===== src/design/bir_pkg.sv =====
`timescale 1ns / 1ps

package bir_pkg;

  localparam int STEP_W  = 25;
  localparam int DIM_W   = 9;
  localparam int COORD_W = 8;
  localparam int FRAC_W  = 8;
  localparam int PROD_W  = STEP_W + COORD_W + 1;
  localparam int WGT_W   = 17;
  localparam int ACC_W   = 25;

  localparam logic [PROD_W-1:0] HALF_Q17  = PROD_W'(65536);
  localparam logic [ACC_W-1:0]  ROUND_Q16 = ACC_W'(32768);
  localparam logic [8:0]        WGT_ONE   = 9'd256;

  localparam logic CMD_LOAD    = 1'b0;
  localparam logic CMD_COMPUTE = 1'b1;

  localparam logic [1:0] REG_SRC_W  = 2'd0;
  localparam logic [1:0] REG_SRC_H  = 2'd1;
  localparam logic [1:0] REG_STEP_X = 2'd2;
  localparam logic [1:0] REG_STEP_Y = 2'd3;

  typedef enum logic [6:0] {
    ST_IDLE  = 7'b0000001,
    ST_MULX  = 7'b0000010,
    ST_MULY  = 7'b0000100,
    ST_MAPY  = 7'b0001000,
    ST_READ  = 7'b0010000,
    ST_DRAIN = 7'b0100000,
    ST_FIN   = 7'b1000000
  } state_t;

  typedef struct packed {
    logic clr;
    logic en;
  } mac_ctl_t;

endpackage


===== src/design/bir_axis_map.sv =====
`timescale 1ns / 1ps

module bir_axis_map import bir_pkg::*; #(
  parameter int SZW = 9
) (
  input  logic                clk,
  input  logic [COORD_W-1:0]  coord,
  input  logic [STEP_W-1:0]   step,
  input  logic [SZW-1:0]      limit,
  output logic [SZW-1:0]      idx,
  output logic [FRAC_W-1:0]   frac
);

  localparam int IP_W = PROD_W - 17;

  logic [PROD_W-1:0] prod_r;
  logic [PROD_W-1:0] v;
  logic [IP_W-1:0]   ip;
  logic              neg;
  logic              over;

  always_ff @(posedge clk) begin
    prod_r <= PROD_W'({coord, 1'b1}) * PROD_W'(step);
  end

  // coordinate = (2d+1)*step - 0.5 in Q.17
  assign v    = prod_r - HALF_Q17;
  assign ip   = v[PROD_W-1:17];
  assign neg  = (prod_r < HALF_Q17);
  assign over = (ip > IP_W'(limit));

  always_comb begin
    if (neg) begin
      idx  = '0;
      frac = '0;
    end else if (over) begin
      idx  = limit;
      frac = '0;
    end else begin
      idx  = ip[SZW-1:0];
      frac = v[16:9];
    end
  end

endmodule


===== config.mk =====
export PLATFORM = sky130hd
export DESIGN_NAME = bir_axis_map
export DESIGN_NICKNAME = d
export VERILOG_FILES = /design/src/design/bir_pkg.sv /design/src/design/bir_axis_map.sv
export SDC_FILE = /design/constraint.sdc
export NUM_CORES = 1
export LEC_CHECK = 0
export ABC_AREA = 1
export BUFFER_PORTS_ARGS = -buffer_cell sky130_fd_sc_hd__buf_2
export CORE_MARGIN = 3
export CORE_UTILIZATION = 45
export CTS_CLUSTER_DIAMETER = 100
export CTS_CLUSTER_SIZE = 40
export DETAILED_ROUTE_END_ITERATION = 10
export GPL_TIMING_DRIVEN = 0
export SLEW_MARGIN = 40
export SYNTH_ARGS = -nofsm -noshare
export SYNTH_HDL_FRONTEND = slang
export SYNTH_SLANG_ARGS = --single-unit

===== constraint.sdc =====
create_clock -name clk -period 5.8 [get_ports clk]
set_clock_uncertainty 0.05 [all_clocks]
set_input_delay 1.16 -clock clk [delete_from_list [all_inputs] [get_ports clk]]
set_output_delay 1.16 -clock clk [all_outputs]
set_load 0.01 [all_outputs]

# After elaboration in Yosys (flattened, before gate mapping)
# Cells that the tools add are included.
[word_totals] regBits=34 input_bits=43 out_inout_bits=17 wordCells=9
[op_classes] add_sub_neg=1 mul=1 n_lt_le_gt_ge=2 muxes=4
[ops] operator="< comparator 34 x 17 -> 1 bit, second input constant" n=1
[ops] operator="multiplier 9 x 25 -> 34 bit" n=1
[ops] operator="subtractor 34 x 17 -> 34 bit, second input constant" n=1
[ops] operator="2-to-1 mux 9 bit" n=2
[ops] operator="greater-than comparator 17 x 9 -> 1 bit" n=1
[ops] operator="2-to-1 mux 8 bit" n=2

# Longest topological paths before layout
[logic_depth] ltp_word=4 depth_mapped=22 mapped_depth_nobuf=20

# Worst setup path after synthesis
# OpenSTA, ideal clock, no wires.
[synth_timing] path_type="input to register" start="input coord[7]" end="register prod_r[32]" setup_ns=0.112 t_arrival_ns=5.116 required_time_ns=5.638 slack_ns=0.522 cell_stages=19 n_path_buf=2 cell_sequence="clkbuf_1 -> clkbuf_1 -> nand2_1 -> fa_1 -> inv_1 -> fa_1 -> fa_1 -> inv_1 -> fa_1 -> inv_1 -> ha_1 -> a21oi_1 -> o21ai_0 -> a21oi_1 -> o21ai_0 -> a31oi_1 -> nand2_1 -> nand2_1 -> nand2_1"
[synth_via] elab_chain_len=1
[synth_rtl] element="start, declared" line_no="bir_axis_map.sv:7" source="input logic [COORD_W-1:0] coord,"
[synth_rtl] element="multiplier 9 x 25 -> 34 bit" line_no="bir_axis_map.sv:23" source="prod_r <= PROD_W'({coord, 1'b1}) * PROD_W'(step);"
[synth_rtl] element="end signal, assigned" line_no="bir_axis_map.sv:23"
[synth_rtl] element="end, declared" line_no="bir_axis_map.sv:16" source="logic [PROD_W-1:0] prod_r;"
# Every way passes these cells.

# Final worst setup path
[layout_timing] start="input coord[0]" end="register prod_r[33]"
# Same word-level chain as after synthesis.

==> out/metrics.yaml <==
sta:
  holdWs_ns: 1.581
  setup_viol: 0
  fmax_mhz: 179.0
  finalHoldViolCount: 0
  tightest_slew_ns: 0.5554
  slew_headroom: 0.6297
  period_share: 0.9631
  fin_crit_ns: 5.586
  drv_slew: 0
layout:
  drive_above_1_share: 0.05723
  reg_top3: "prod_r x25"
  top_register: "prod_r"
  final_cells: 1628
  antenna_cells: 0
  utilization: 0.4900
  nets: 1628
  syn_to_final_growth_pct: 6.475
  largest_reg_flops: 25
  fin_area_um2: 9568
cts:
  cts_setup_buffers: 0
  cts.clk_slew.worst_paths_ns: 0.06
  cts_tree: "done"
  cts_sinks: 25
  cts_buffer_depth: 2
  cts_hold_buf: 0
  cts_buffers: 3
  cts_resized: 16
  ctsRootBufferMaster: "clkbuf_16"
  h-tree-depth: 1
logic_synthesis:
  synth_edf_count: 0
  ys_ff_latch: 25
  yosysMostFrequentCell: "inv_1"
  syn_area_um2: 8986
  synthSimpleGateAreaFrac: 0.2391
  async_flop_share: 0
  synthDistinctLibCells: 33
  synth_compound_area_frac: 0.04873
  syn_avg_cell_area_um2: 6.741
  yosys-top-cells-area: "fa_1, inv_1, nand2_1, ha_1, dfxtp_1"
  yosysWarnings: 0
  synth.net_count: 1597
  synth_top_family_by_area: "adder cells"
  synth_common_cells: "inv_1, nand2_1, fa_1"
  synth_fa_ha_area_frac: 0.4422
  synthCells: 1333
  synthMuxAreaShare: 0
  synth-seq-area-share: 0.05569
  synth_top_cell_by_area: "fa_1"
  synth.top_cell.area_share: 0.3587
  synth-xor-area-share: 0.02242
  synthFlopType: "dfxtp_1"
floorplan:
  io_pins: 60
  rows: 51
  initial_utilization: 0.4602
  core_um2: 19530
  dieHeight_um: 147.3
  die_area_um2: 21700
  die_x_um: 147.3
grt:
  grt_pass1_wl_mm: 40.23
  grt-ovfl-total: 0
  grt_usage: 0.2291
  first_global_vias: 8099
  grt_max_degree: 15
  antenna_found_initial: 0
detailed_routing:
  drc: 0
  wirelength_mm: 23.54
  via_per_inst: 4.801
  final_antenna_net_count: 0
  vias: 7816
  drtPass1Iterations: 4
  wire_per_inst_um: 14.46
  drtIter0Drc: 482
min_path:
  hold_class: "in -> reg"
  min_to: "prod_r[9]"
  worstHoldStart: "step[0]"
  hold_depth: 6
pwr:
  p_clk_frac: 0.032
  vdd_drop_max_mv: 0.2167
  p_leak_nw: 6.115
  p_int_w: 0.001841
  power_density_nw_per_um2: 479.7
  switching_power_w: 0.002749
  pwr-share-comb: 0.884
  swShare: 0.5990
  total_power_w: 0.004590
  power_frac_seq: 0.084
worst_setup_path:
  endpoint_kind: "flip-flop"
  cp-start-kind: "primary input"
  crit_chain: "clkbuf_2, buf_2, nand2_1, fa_1, inv_1, fa_1, fa_1, inv_1, fa_1, inv_1, ha_1, a21oi_1, o21ai_0, a21oi_1, nand2_1, nand3b_1, nand2_1, xor2_1"
  cpMostUsedCell: "fa_1"
  cpPeakStageDelay_ns: 0.56
  cp_max_fo: 10
  cp.arrival_ns: 5.68
  path_class: "in -> reg"
  worstPathRequired_ns: 5.89
  cpMaxStageDelayCell: "fa_1"
placement:
  dp_cells: 1624
  portBuffers: 26
  dpl_cell_area_um2: 9448
  dp_hpwl_mm: 19.94
  routabilityCongestion: 0.9310
job:
  max-cap-violations: 0
run_status:
  outcome: "finished, final reports clean"
==> cell type report <==
class                           instances  area, um2
Sequential cell                        25      500.5
Clock buffer                            3      75.07
Inverter                              406       1524
Buffer                                 51      240.2
Multi-Input combinational cell        851       6761
Timing Repair Buffer                   26      130.1
Fill cell                            2071       9958
Clock inverter                          1      5.005
Tap cell                              265      331.6
==> kinds of logic (layout without fill, tap and decap cells) <==
group	Yosys count	after routing
buffers and inverters	457	487
xor gates and xnor gates	23	23
and+or+nand+nor	528	528
adders and majority gates	221	221
DFF	25	25
AOI/OAI and AO/OA	79	79
==> cells in the final DEF, fill, tap and decap left out, drive strengths merged <==
cell type	netlist	routed
a211oi	1	1
a21boi	3	3
a21o	3	3
a21oi	39	39
a31oi	4	4
and2	1	1
and3	1	1
buf	3	30
clkbuf	48	50
clkinv	0	1
dfxtp	25	25
fa	161	161
ha	60	60
inv	406	406
nand2	361	361
nand3	52	52
nand3b	1	1
nand4	3	3
nor2	97	97
nor3	10	10
nor4	1	1
o21a	3	3
o21ai	21	21
o21bai	5	5
or3	1	1
xor2	23	23
==> worst max-delay path, delay by kind of cell <==
kind                       cells  cell delay [ns]
and+or+nand+nor                4             0.47
adders and majority gates      5             2.46
AOI/OAI and AO/OA              3             0.60
buffers and inverters          5             0.80
xor gates and xnor gates       1             0.16
==> power groups by stage <==
stage | Combinational [W] | Sequential, W | Clock [W]
finish | 0.00406 | 0.000384 | 0.000148
floorplan | 0.00306 | 0.000365 | 0
global route | 0.00471 | 0.000394 | 0.000159
global placement | 0.00405 | 0.000387 | 0
detailed placement | 0.00408 | 0.000386 | 0
CTS | 0.00409 | 0.000384 | 0.000153
==> per-stage QoR <==
stage	setup TNS [ns]	setup WS, ns
floorplan	0	0.5216
global placement	-9.409	-0.6037
detailed placement	-9.449	-0.5740
CTS	0	0.01268
global route	-0.00001332	-0.00001332
finish	0	0.2140
==> worst max path at each step <==
stage	from	endpoint	slack [ns]	cells after the start
floorplan	coord[7]	prod_r[32]	0.52	19
global placement	coord[0]	prod_r[33]	-0.60	18
detailed placement	coord[0]	prod_r[33]	-0.57	18
CTS	coord[7]	prod_r[32]	0.01	19
global route	coord[0]	prod_r[33]	-0.00001	18
finish	coord[0]	prod_r[33]	0.21	18
==> routing by layer <==
| layer | wire length, um | GRT usage | part of all wire | up-vias |
|---|---|---|---|---|
| met2 | 11160 | 0.3919 | 0.47 | 168 |
| met4 | 376 | 0.03961 | 0.016 | 0 |
| li1 | - | - | - | 3850 |
| met5 | 0 | 0 | 0 | - |
| met3 | 1262 | 0.02776 | 0.054 | 30 |
| met1 | 10740 | 0.3190 | 0.46 | 3768 |
Note: power is estimated with default switching activity, not from simulation.
