[src/design/bir_pkg.sv]
`timescale 1ns / 1ps

package bir_pkg;

  localparam int STEP_W  = 25;
  localparam int DIM_W   = 9;
  localparam int COORD_W = 8;
  localparam int FRAC_W  = 8;
  localparam int PROD_W  = STEP_W + COORD_W + 1;
  localparam int WGT_W   = 17;
  localparam int ACC_W   = 25;

  localparam logic [PROD_W-1:0] HALF_Q17  = PROD_W'(65536);
  localparam logic [ACC_W-1:0]  ROUND_Q16 = ACC_W'(32768);
  localparam logic [8:0]        WGT_ONE   = 9'd256;

  localparam logic CMD_LOAD    = 1'b0;
  localparam logic CMD_COMPUTE = 1'b1;

  localparam logic [1:0] REG_SRC_W  = 2'd0;
  localparam logic [1:0] REG_SRC_H  = 2'd1;
  localparam logic [1:0] REG_STEP_X = 2'd2;
  localparam logic [1:0] REG_STEP_Y = 2'd3;

  typedef enum logic [6:0] {
    ST_IDLE  = 7'b0000001,
    ST_MULX  = 7'b0000010,
    ST_MULY  = 7'b0000100,
    ST_MAPY  = 7'b0001000,
    ST_READ  = 7'b0010000,
    ST_DRAIN = 7'b0100000,
    ST_FIN   = 7'b1000000
  } state_t;

  typedef struct packed {
    logic clr;
    logic en;
  } mac_ctl_t;

endpackage

[src/design/bir_mac.sv]
`timescale 1ns / 1ps

module bir_mac import bir_pkg::*; #(
  parameter int LANES = 3
) (
  input  logic                 clk,
  input  mac_ctl_t             ctl,
  input  logic [WGT_W-1:0]     weight,
  input  logic [LANES*8-1:0]   pix,
  output logic [LANES*8-1:0]   result
);

  logic [ACC_W-1:0] acc_r [LANES];

  always_ff @(posedge clk) begin
    if (ctl.en) begin
      for (int c = 0; c < LANES; c++) begin
        acc_r[c] <= (ctl.clr ? '0 : acc_r[c]) + ACC_W'(pix[c*8 +: 8]) * ACC_W'(weight);
      end
    end
  end

  always_comb begin
    logic [ACC_W-1:0] rnd;
    for (int c = 0; c < LANES; c++) begin
      rnd = acc_r[c] + ROUND_Q16;
      result[c*8 +: 8] = (rnd[ACC_W-1:24] != '0) ? 8'hFF : rnd[23:16];
    end
  end

endmodule

[config.mk]
export PLATFORM = sky130hd
export DESIGN_NAME = bir_mac
export DESIGN_NICKNAME = d
export VERILOG_FILES = /design/src/design/bir_pkg.sv /design/src/design/bir_mac.sv
export SDC_FILE = /design/constraint.sdc
export NUM_CORES = 1
export LEC_CHECK = 0
export BUFFER_PORTS_ARGS = -buffer_cell sky130_fd_sc_hd__buf_2
export CAP_MARGIN = 15
export CORE_MARGIN = 2
export CORE_UTILIZATION = 65
export DETAILED_ROUTE_END_ITERATION = 10
export GPL_TIMING_DRIVEN = 0
export PLACE_DENSITY = 0.93
export SETUP_SLACK_MARGIN = 0.2
export SLEW_MARGIN = 20
export SYNTH_ARGS = -nofsm -noshare
export SYNTH_HDL_FRONTEND = slang
export SYNTH_SLANG_ARGS = --single-unit
[constraint.sdc]
create_clock -name clk -period 6.7 [get_ports clk]
set_clock_uncertainty 0.1 [all_clocks]
set_input_delay 1.005 -clock clk [delete_from_list [all_inputs] [get_ports clk]]
set_output_delay 1.005 -clock clk [all_outputs]
set_load 0.03 [all_outputs]
## Word-level counts from Yosys, hierarchy flattened

Memories as Yosys holds them, arrays and structs flattened.
Cells that the tools add are included.

| operators by class | value |
|---|---|
| mux-type cells | 8 |
| add/sub/neg operators | 6 |
| multipliers | 3 |

Operator list:

| operator | number |
|---|---|
| $add A25 B16 Y25 const B | 3 |
| $add A25 B25 Y25 | 3 |
| $mul A8 B17 Y25 | 3 |
| $mux W25 | 3 |
| $mux W8 | 3 |
| $mux W1 | 2 |

| storage, ports and cells | value |
|---|---|
| register bits after elaboration | 0 |
| output and inout bits | 24 |
| memories | 1 |
| bits in writable memories | 75 |
| logic and storage cells | 18 |
| input port bits | 44 |

Memory list:

| memory | depth | bits a word | rd ports | clocked after memory_dff | wr ports | RTL line | RTL |
|---|---|---|---|---|---|---|---|
| acc_r | 3 | 25 | 3 | 0 | 3 | bir_mac.sv:13 | `logic [ACC_W-1:0] acc_r [LANES];` |

## Logic depth before layout (Yosys ltp)

| logic depth | value |
|---|---|
| word-level depth | 2 |
| gate-level depth with buffers | 20 |
| mapped depth without buffers | 18 |

## Worst setup path before layout

Ideal clock, no wire load.

| timing | value |
|---|---|
| kind | input -> register |
| from | in pix[0] |
| to | mem acc_r[0][22] (data pin) |
| path slack | 1.040 ns |
| required time | 6.322 ns |
| path buffers | 2 |
| arrival | 5.283 ns |
| cell stages on the path | 18 |
| library setup time | 0.278 ns |
| path through | clkbuf_1 > clkbuf_1 > nand2_1 > fa_1 > inv_1 > fa_1 > fa_1 > inv_1 > fa_1 > inv_1 > ha_1 > a21o_1 > a21oi_1 > nor3b_1 > a31oi_1 > a21boi_2 > mux2i_1 > o311ai_0 |

RTL lines:

| item | RTL line | RTL |
|---|---|---|
| from (decl) | bir_mac.sv:9 | `input logic [LANES*8-1:0] pix,` |
| to (decl) | bir_mac.sv:13 |  |

==> results.sh <==
export IMPL_drive_above_1_share=0.0430
export IMPL_grt_overflow=0
export IMPL_synthesis_area_sq_mm=0.0183
export IMPL_port_buffer_count=61
export IMPL_cts_tree="yes"
export IMPL_num_rows=61
export IMPL_chipWidth_um=172
export IMPL_yosysWarnings=0
export IMPL_synth_distinct_cells=52
export IMPL_max_slew_margin=0.353
export IMPL_max_cap_violations=0
export IMPL_postLayoutCellArea_sq_mm=0.0194
export IMPL_worst_path_arrival_ps=6230
export IMPL_tritoncts_num_sinks=75
export IMPL_synth_nets=2534
export IMPL_reg_top3="acc_r x75"
export IMPL_fraction_of_post_synthesis_cell_area_in_the_top_cell_type_by_area=0.372
export IMPL_drc_violations_left=0
export IMPL_route_detailed_wl_per_inst_um=18.9
export IMPL_initial_core_util=0.659
export IMPL_setup_worst_path_start_class="primary input"
export IMPL_yosys_register_bits=75
export IMPL_synth_top_family_by_area="adder cells"
export IMPL_synth_edf_count=75
export IMPL_h_tree_depth=3
export IMPL_largest_reg_flops=75
export IMPL_status="finished clean"
export IMPL_largest_register="acc_r"
export IMPL_worstPathMaxFanout=11
export IMPL_core_area_sq_mm=0.0277
export IMPL_first_global_vias=15700
export IMPL_synth_compound_area_frac=0.0605
export IMPL_postSynth_topFlopCell="sky130_fd_sc_hd__edfxtp_1"
export IMPL_synth_top_cell_by_area="sky130_fd_sc_hd__fa_1"
export IMPL_grt_setup_unrepaired="no"
export IMPL_tightestPinTransition_ps=970
export IMPL_synth_yosys_seq_area_share=0.123
export IMPL_grt_antenna_before_repair=8
export IMPL_max_freq_ghz=0.160
export IMPL_final_slew_viol_count=0
export IMPL_synth_xor_area_frac=0.0403
export IMPL_min_path_type="flop to flop"
export IMPL_postRouteWirelength_mm=46.8
export IMPL_finalSetupViolCount=0
export IMPL_die_ar_sq_mm=0.0294
export IMPL_syn_area_per_cell_sq_um=9.06
export IMPL_synthMuxAreaShare=0.00110
export IMPL_postRouteAntennaNets=0
export IMPL_yosys_area_share_adder=0.464
export IMPL_postPlaceCellArea_sq_mm=0.0191
export IMPL_final_hold_violation_count=0
export IMPL_clock_root_buffer="sky130_fd_sc_hd__clkbuf_16"
export IMPL_via_count=14300
export IMPL_first_pass_detailed_route_iteration_total=6
export IMPL_tritoncts_buffers=9
export IMPL_critical_path_capture_point_type="flop"
export IMPL_first_pass_grt_wire_length_mm=75.8
export IMPL_synth_simple_area_share=0.201
export IMPL_post_cts_setup_buffers=0
export IMPL_drt_vias_per_instance=5.77
export IMPL_post_synthesis_instance_total=2016
export IMPL_grt_use_total=0.338
export IMPL_post_synth_main_area_contributors="sky130_fd_sc_hd__fa_1 (37%), sky130_fd_sc_hd__edfxtp_1 (12%), sky130_fd_sc_hd__and2_1 (10%), sky130_fd_sc_hd__inv_1 (9.4%), sky130_fd_sc_hd__ha_1 (9.3%)"
export IMPL_synth_async_sr_flop_share=0
export IMPL_fill_cells=1956
export IMPL_design_portCount=68
export IMPL_buffer_levels_on_the_longest_clock_path=2
export IMPL_die_height_um=172
export IMPL_data_required_time_of_the_critical_path_ps=6690
export IMPL_detailedPlacementHpwl_mm=38.0
export IMPL_clock_latency_ps=370
export IMPL_syn2layout_area_growth_pct=6.24
export IMPL_final_period_utilization=0.930
export IMPL_cts_reportedPaths_clkPinSlew_ps=80
export IMPL_initialDrtViolationCount=1165
export IMPL_finalWorstPathRequiredPeriod_ps=6230
export IMPL_final_net_count=2605
export IMPL_rrSetupSlack_ps=1630
export IMPL_gp_congestion=0.940
export IMPL_grt_max_degree=47
export IMPL_path_class="primary input to flop"
synth_stat cells (5+ instances only):
master                     number
sky130_fd_sc_hd__a211oi_1       5
sky130_fd_sc_hd__a21o_1        26
sky130_fd_sc_hd__a21oi_1       56
sky130_fd_sc_hd__a31oi_1        6
sky130_fd_sc_hd__and2_1       291
sky130_fd_sc_hd__and3_1        16
sky130_fd_sc_hd__clkbuf_1      78
sky130_fd_sc_hd__edfxtp_1      75
sky130_fd_sc_hd__fa_1         339
sky130_fd_sc_hd__ha_1         135
sky130_fd_sc_hd__inv_1        456
sky130_fd_sc_hd__nand2_1      176
sky130_fd_sc_hd__nand2b_1      71
sky130_fd_sc_hd__nand3_1       32
sky130_fd_sc_hd__nand4_1        7
sky130_fd_sc_hd__nor2_1        44
sky130_fd_sc_hd__nor2b_1       20
sky130_fd_sc_hd__nor3_1         7
sky130_fd_sc_hd__o21a_1        12
sky130_fd_sc_hd__o21ai_0       25
sky130_fd_sc_hd__o21bai_1       8
sky130_fd_sc_hd__xnor2_1       49
sky130_fd_sc_hd__xor2_1        35
cell usage in the layout (no fill, tap or decap), types with 2 or more instances in the layout:
cell,netlist,routed
sky130_fd_sc_hd__or3_1,4,4
sky130_fd_sc_hd__a21boi_0,4,4
sky130_fd_sc_hd__or2_2,2,2
sky130_fd_sc_hd__a31oi_1,6,6
sky130_fd_sc_hd__o21a_1,12,12
sky130_fd_sc_hd__a21o_1,26,26
sky130_fd_sc_hd__ha_1,135,135
sky130_fd_sc_hd__nand4_1,7,7
sky130_fd_sc_hd__a221o_1,2,2
sky130_fd_sc_hd__edfxtp_1,75,75
sky130_fd_sc_hd__clkbuf_2,0,3
sky130_fd_sc_hd__nor4_1,3,3
sky130_fd_sc_hd__nor2b_1,20,20
sky130_fd_sc_hd__o21ai_1,2,2
sky130_fd_sc_hd__clkinvlp_4,0,2
sky130_fd_sc_hd__xor2_1,35,35
sky130_fd_sc_hd__nand2_1,176,176
sky130_fd_sc_hd__o21ai_0,25,25
sky130_fd_sc_hd__o21bai_1,8,8
sky130_fd_sc_hd__nor3_1,7,7
sky130_fd_sc_hd__bufinv_16,0,2
sky130_fd_sc_hd__fa_1,339,339
sky130_fd_sc_hd__nand3_1,32,32
sky130_fd_sc_hd__a211oi_1,5,5
sky130_fd_sc_hd__mux2i_1,2,2
sky130_fd_sc_hd__nand3b_1,2,2
sky130_fd_sc_hd__o31ai_1,2,2
sky130_fd_sc_hd__nand2b_1,71,71
sky130_fd_sc_hd__diode_2,0,7
sky130_fd_sc_hd__and3_1,16,16
sky130_fd_sc_hd__and2_1,291,291
sky130_fd_sc_hd__inv_1,456,456
sky130_fd_sc_hd__xnor2_1,49,49
sky130_fd_sc_hd__o211ai_1,4,4
sky130_fd_sc_hd__buf_2,0,60
sky130_fd_sc_hd__nor2_1,44,44
sky130_fd_sc_hd__a21oi_1,56,56
sky130_fd_sc_hd__clkbuf_1,78,73
sky130_fd_sc_hd__nor3b_1,2,2
sky130_fd_sc_hd__clkbuf_16,0,9
per-layer routing:
| layer | track usage | wire [um] | part of all wire | vias up |
|---|---|---|---|---|
| li1 | - | - | - | 6208 |
| met1 | 0.386 | 16600 | 0.36 | 7153 |
| met2 | 0.561 | 22500 | 0.48 | 721 |
| met3 | 0.113 | 5010 | 0.11 | 208 |
| met4 | 0.182 | 2610 | 0.056 | 4 |
| met5 | 0 | 29 | 0.00062 | - |
logic make-up (layout without fill, tap and decap cells):
| logic type | Yosys count | count (layout) |
|---|---|---|
| other | 0 | 7 |
| buffers and inverters | 534 | 610 |
| xor gates and xnor gates | 84 | 84 |
| adders and majority gates | 474 | 474 |
| DFF | 75 | 75 |
| AOI/OAI and AO/OA | 168 | 168 |
| muxes | 2 | 2 |
| and+or+nand+nor | 679 | 679 |
critical path, cell delays in order:
cell	delay, ps
sky130_fd_sc_hd__buf_2	140
sky130_fd_sc_hd__clkbuf_1	650
sky130_fd_sc_hd__nand2_1	170
sky130_fd_sc_hd__fa_1	530
sky130_fd_sc_hd__inv_1	60
sky130_fd_sc_hd__fa_1	490
sky130_fd_sc_hd__fa_1	560
sky130_fd_sc_hd__inv_1	60
sky130_fd_sc_hd__fa_1	490
sky130_fd_sc_hd__inv_1	50
sky130_fd_sc_hd__ha_1	380
sky130_fd_sc_hd__nand2_1	120
sky130_fd_sc_hd__nor4_1	430
sky130_fd_sc_hd__nor3b_1	160
sky130_fd_sc_hd__a31oi_1	480
sky130_fd_sc_hd__a21boi_2	140
sky130_fd_sc_hd__mux2i_1	170
sky130_fd_sc_hd__o311ai_0	140
timing repair:
item,CTS,global route
hold buffers,0,0
resized for setup,1,4
cloned,0,0
endpoints found under the setup margin,5,1
cell type report:
class / count / area, sq um / area share
Multi-Input combinational cell: 1407 / 14000 / 0.722
Sequential cell: 75 / 2250 / 0.116
Inverter: 456 / 1710 / 0.0883
Tap cell: 378 / 473 / 0.0244
Timing Repair Buffer: 62 / 335 / 0.0173
Buffer: 76 / 289 / 0.0149
Clock buffer: 9 / 225 / 0.0116
Clock inverter: 7 / 92.6 / 0.00477
Antenna cell: 7 / 17.5 / 0.000903
final timing paths:
check	from	to	cells past startpoint
setup reg to reg	acc_r[0][65]$_DFFE_PP_	acc_r[0][72]$_DFFE_PP_	16
hold / removal	acc_r[0][50]$_DFFE_PP_	acc_r[0][50]$_DFFE_PP_	2
hold reg to reg	acc_r[0][50]$_DFFE_PP_	acc_r[0][50]$_DFFE_PP_	2
setup / recovery	weight[8]	acc_r[0][22]$_DFFE_PP_	18
stage by stage:
stage               setup slack (ps)  std cells  TNS (ps)  hold WS [ps]  utilization
CTS                              513       2471         0           577        0.699
finish                           469       2477         0           564        0.700
global placement                -194       2455      -525           546        0.687
detailed placement              -273       2456     -1370           559        0.688
floorplan                       1040       2016         0           528            -
global route                     236       2472         0           637        0.700
Power is not shown: default switching activity piles up to over one toggle a cycle in this logic, so the estimate is an artifact.
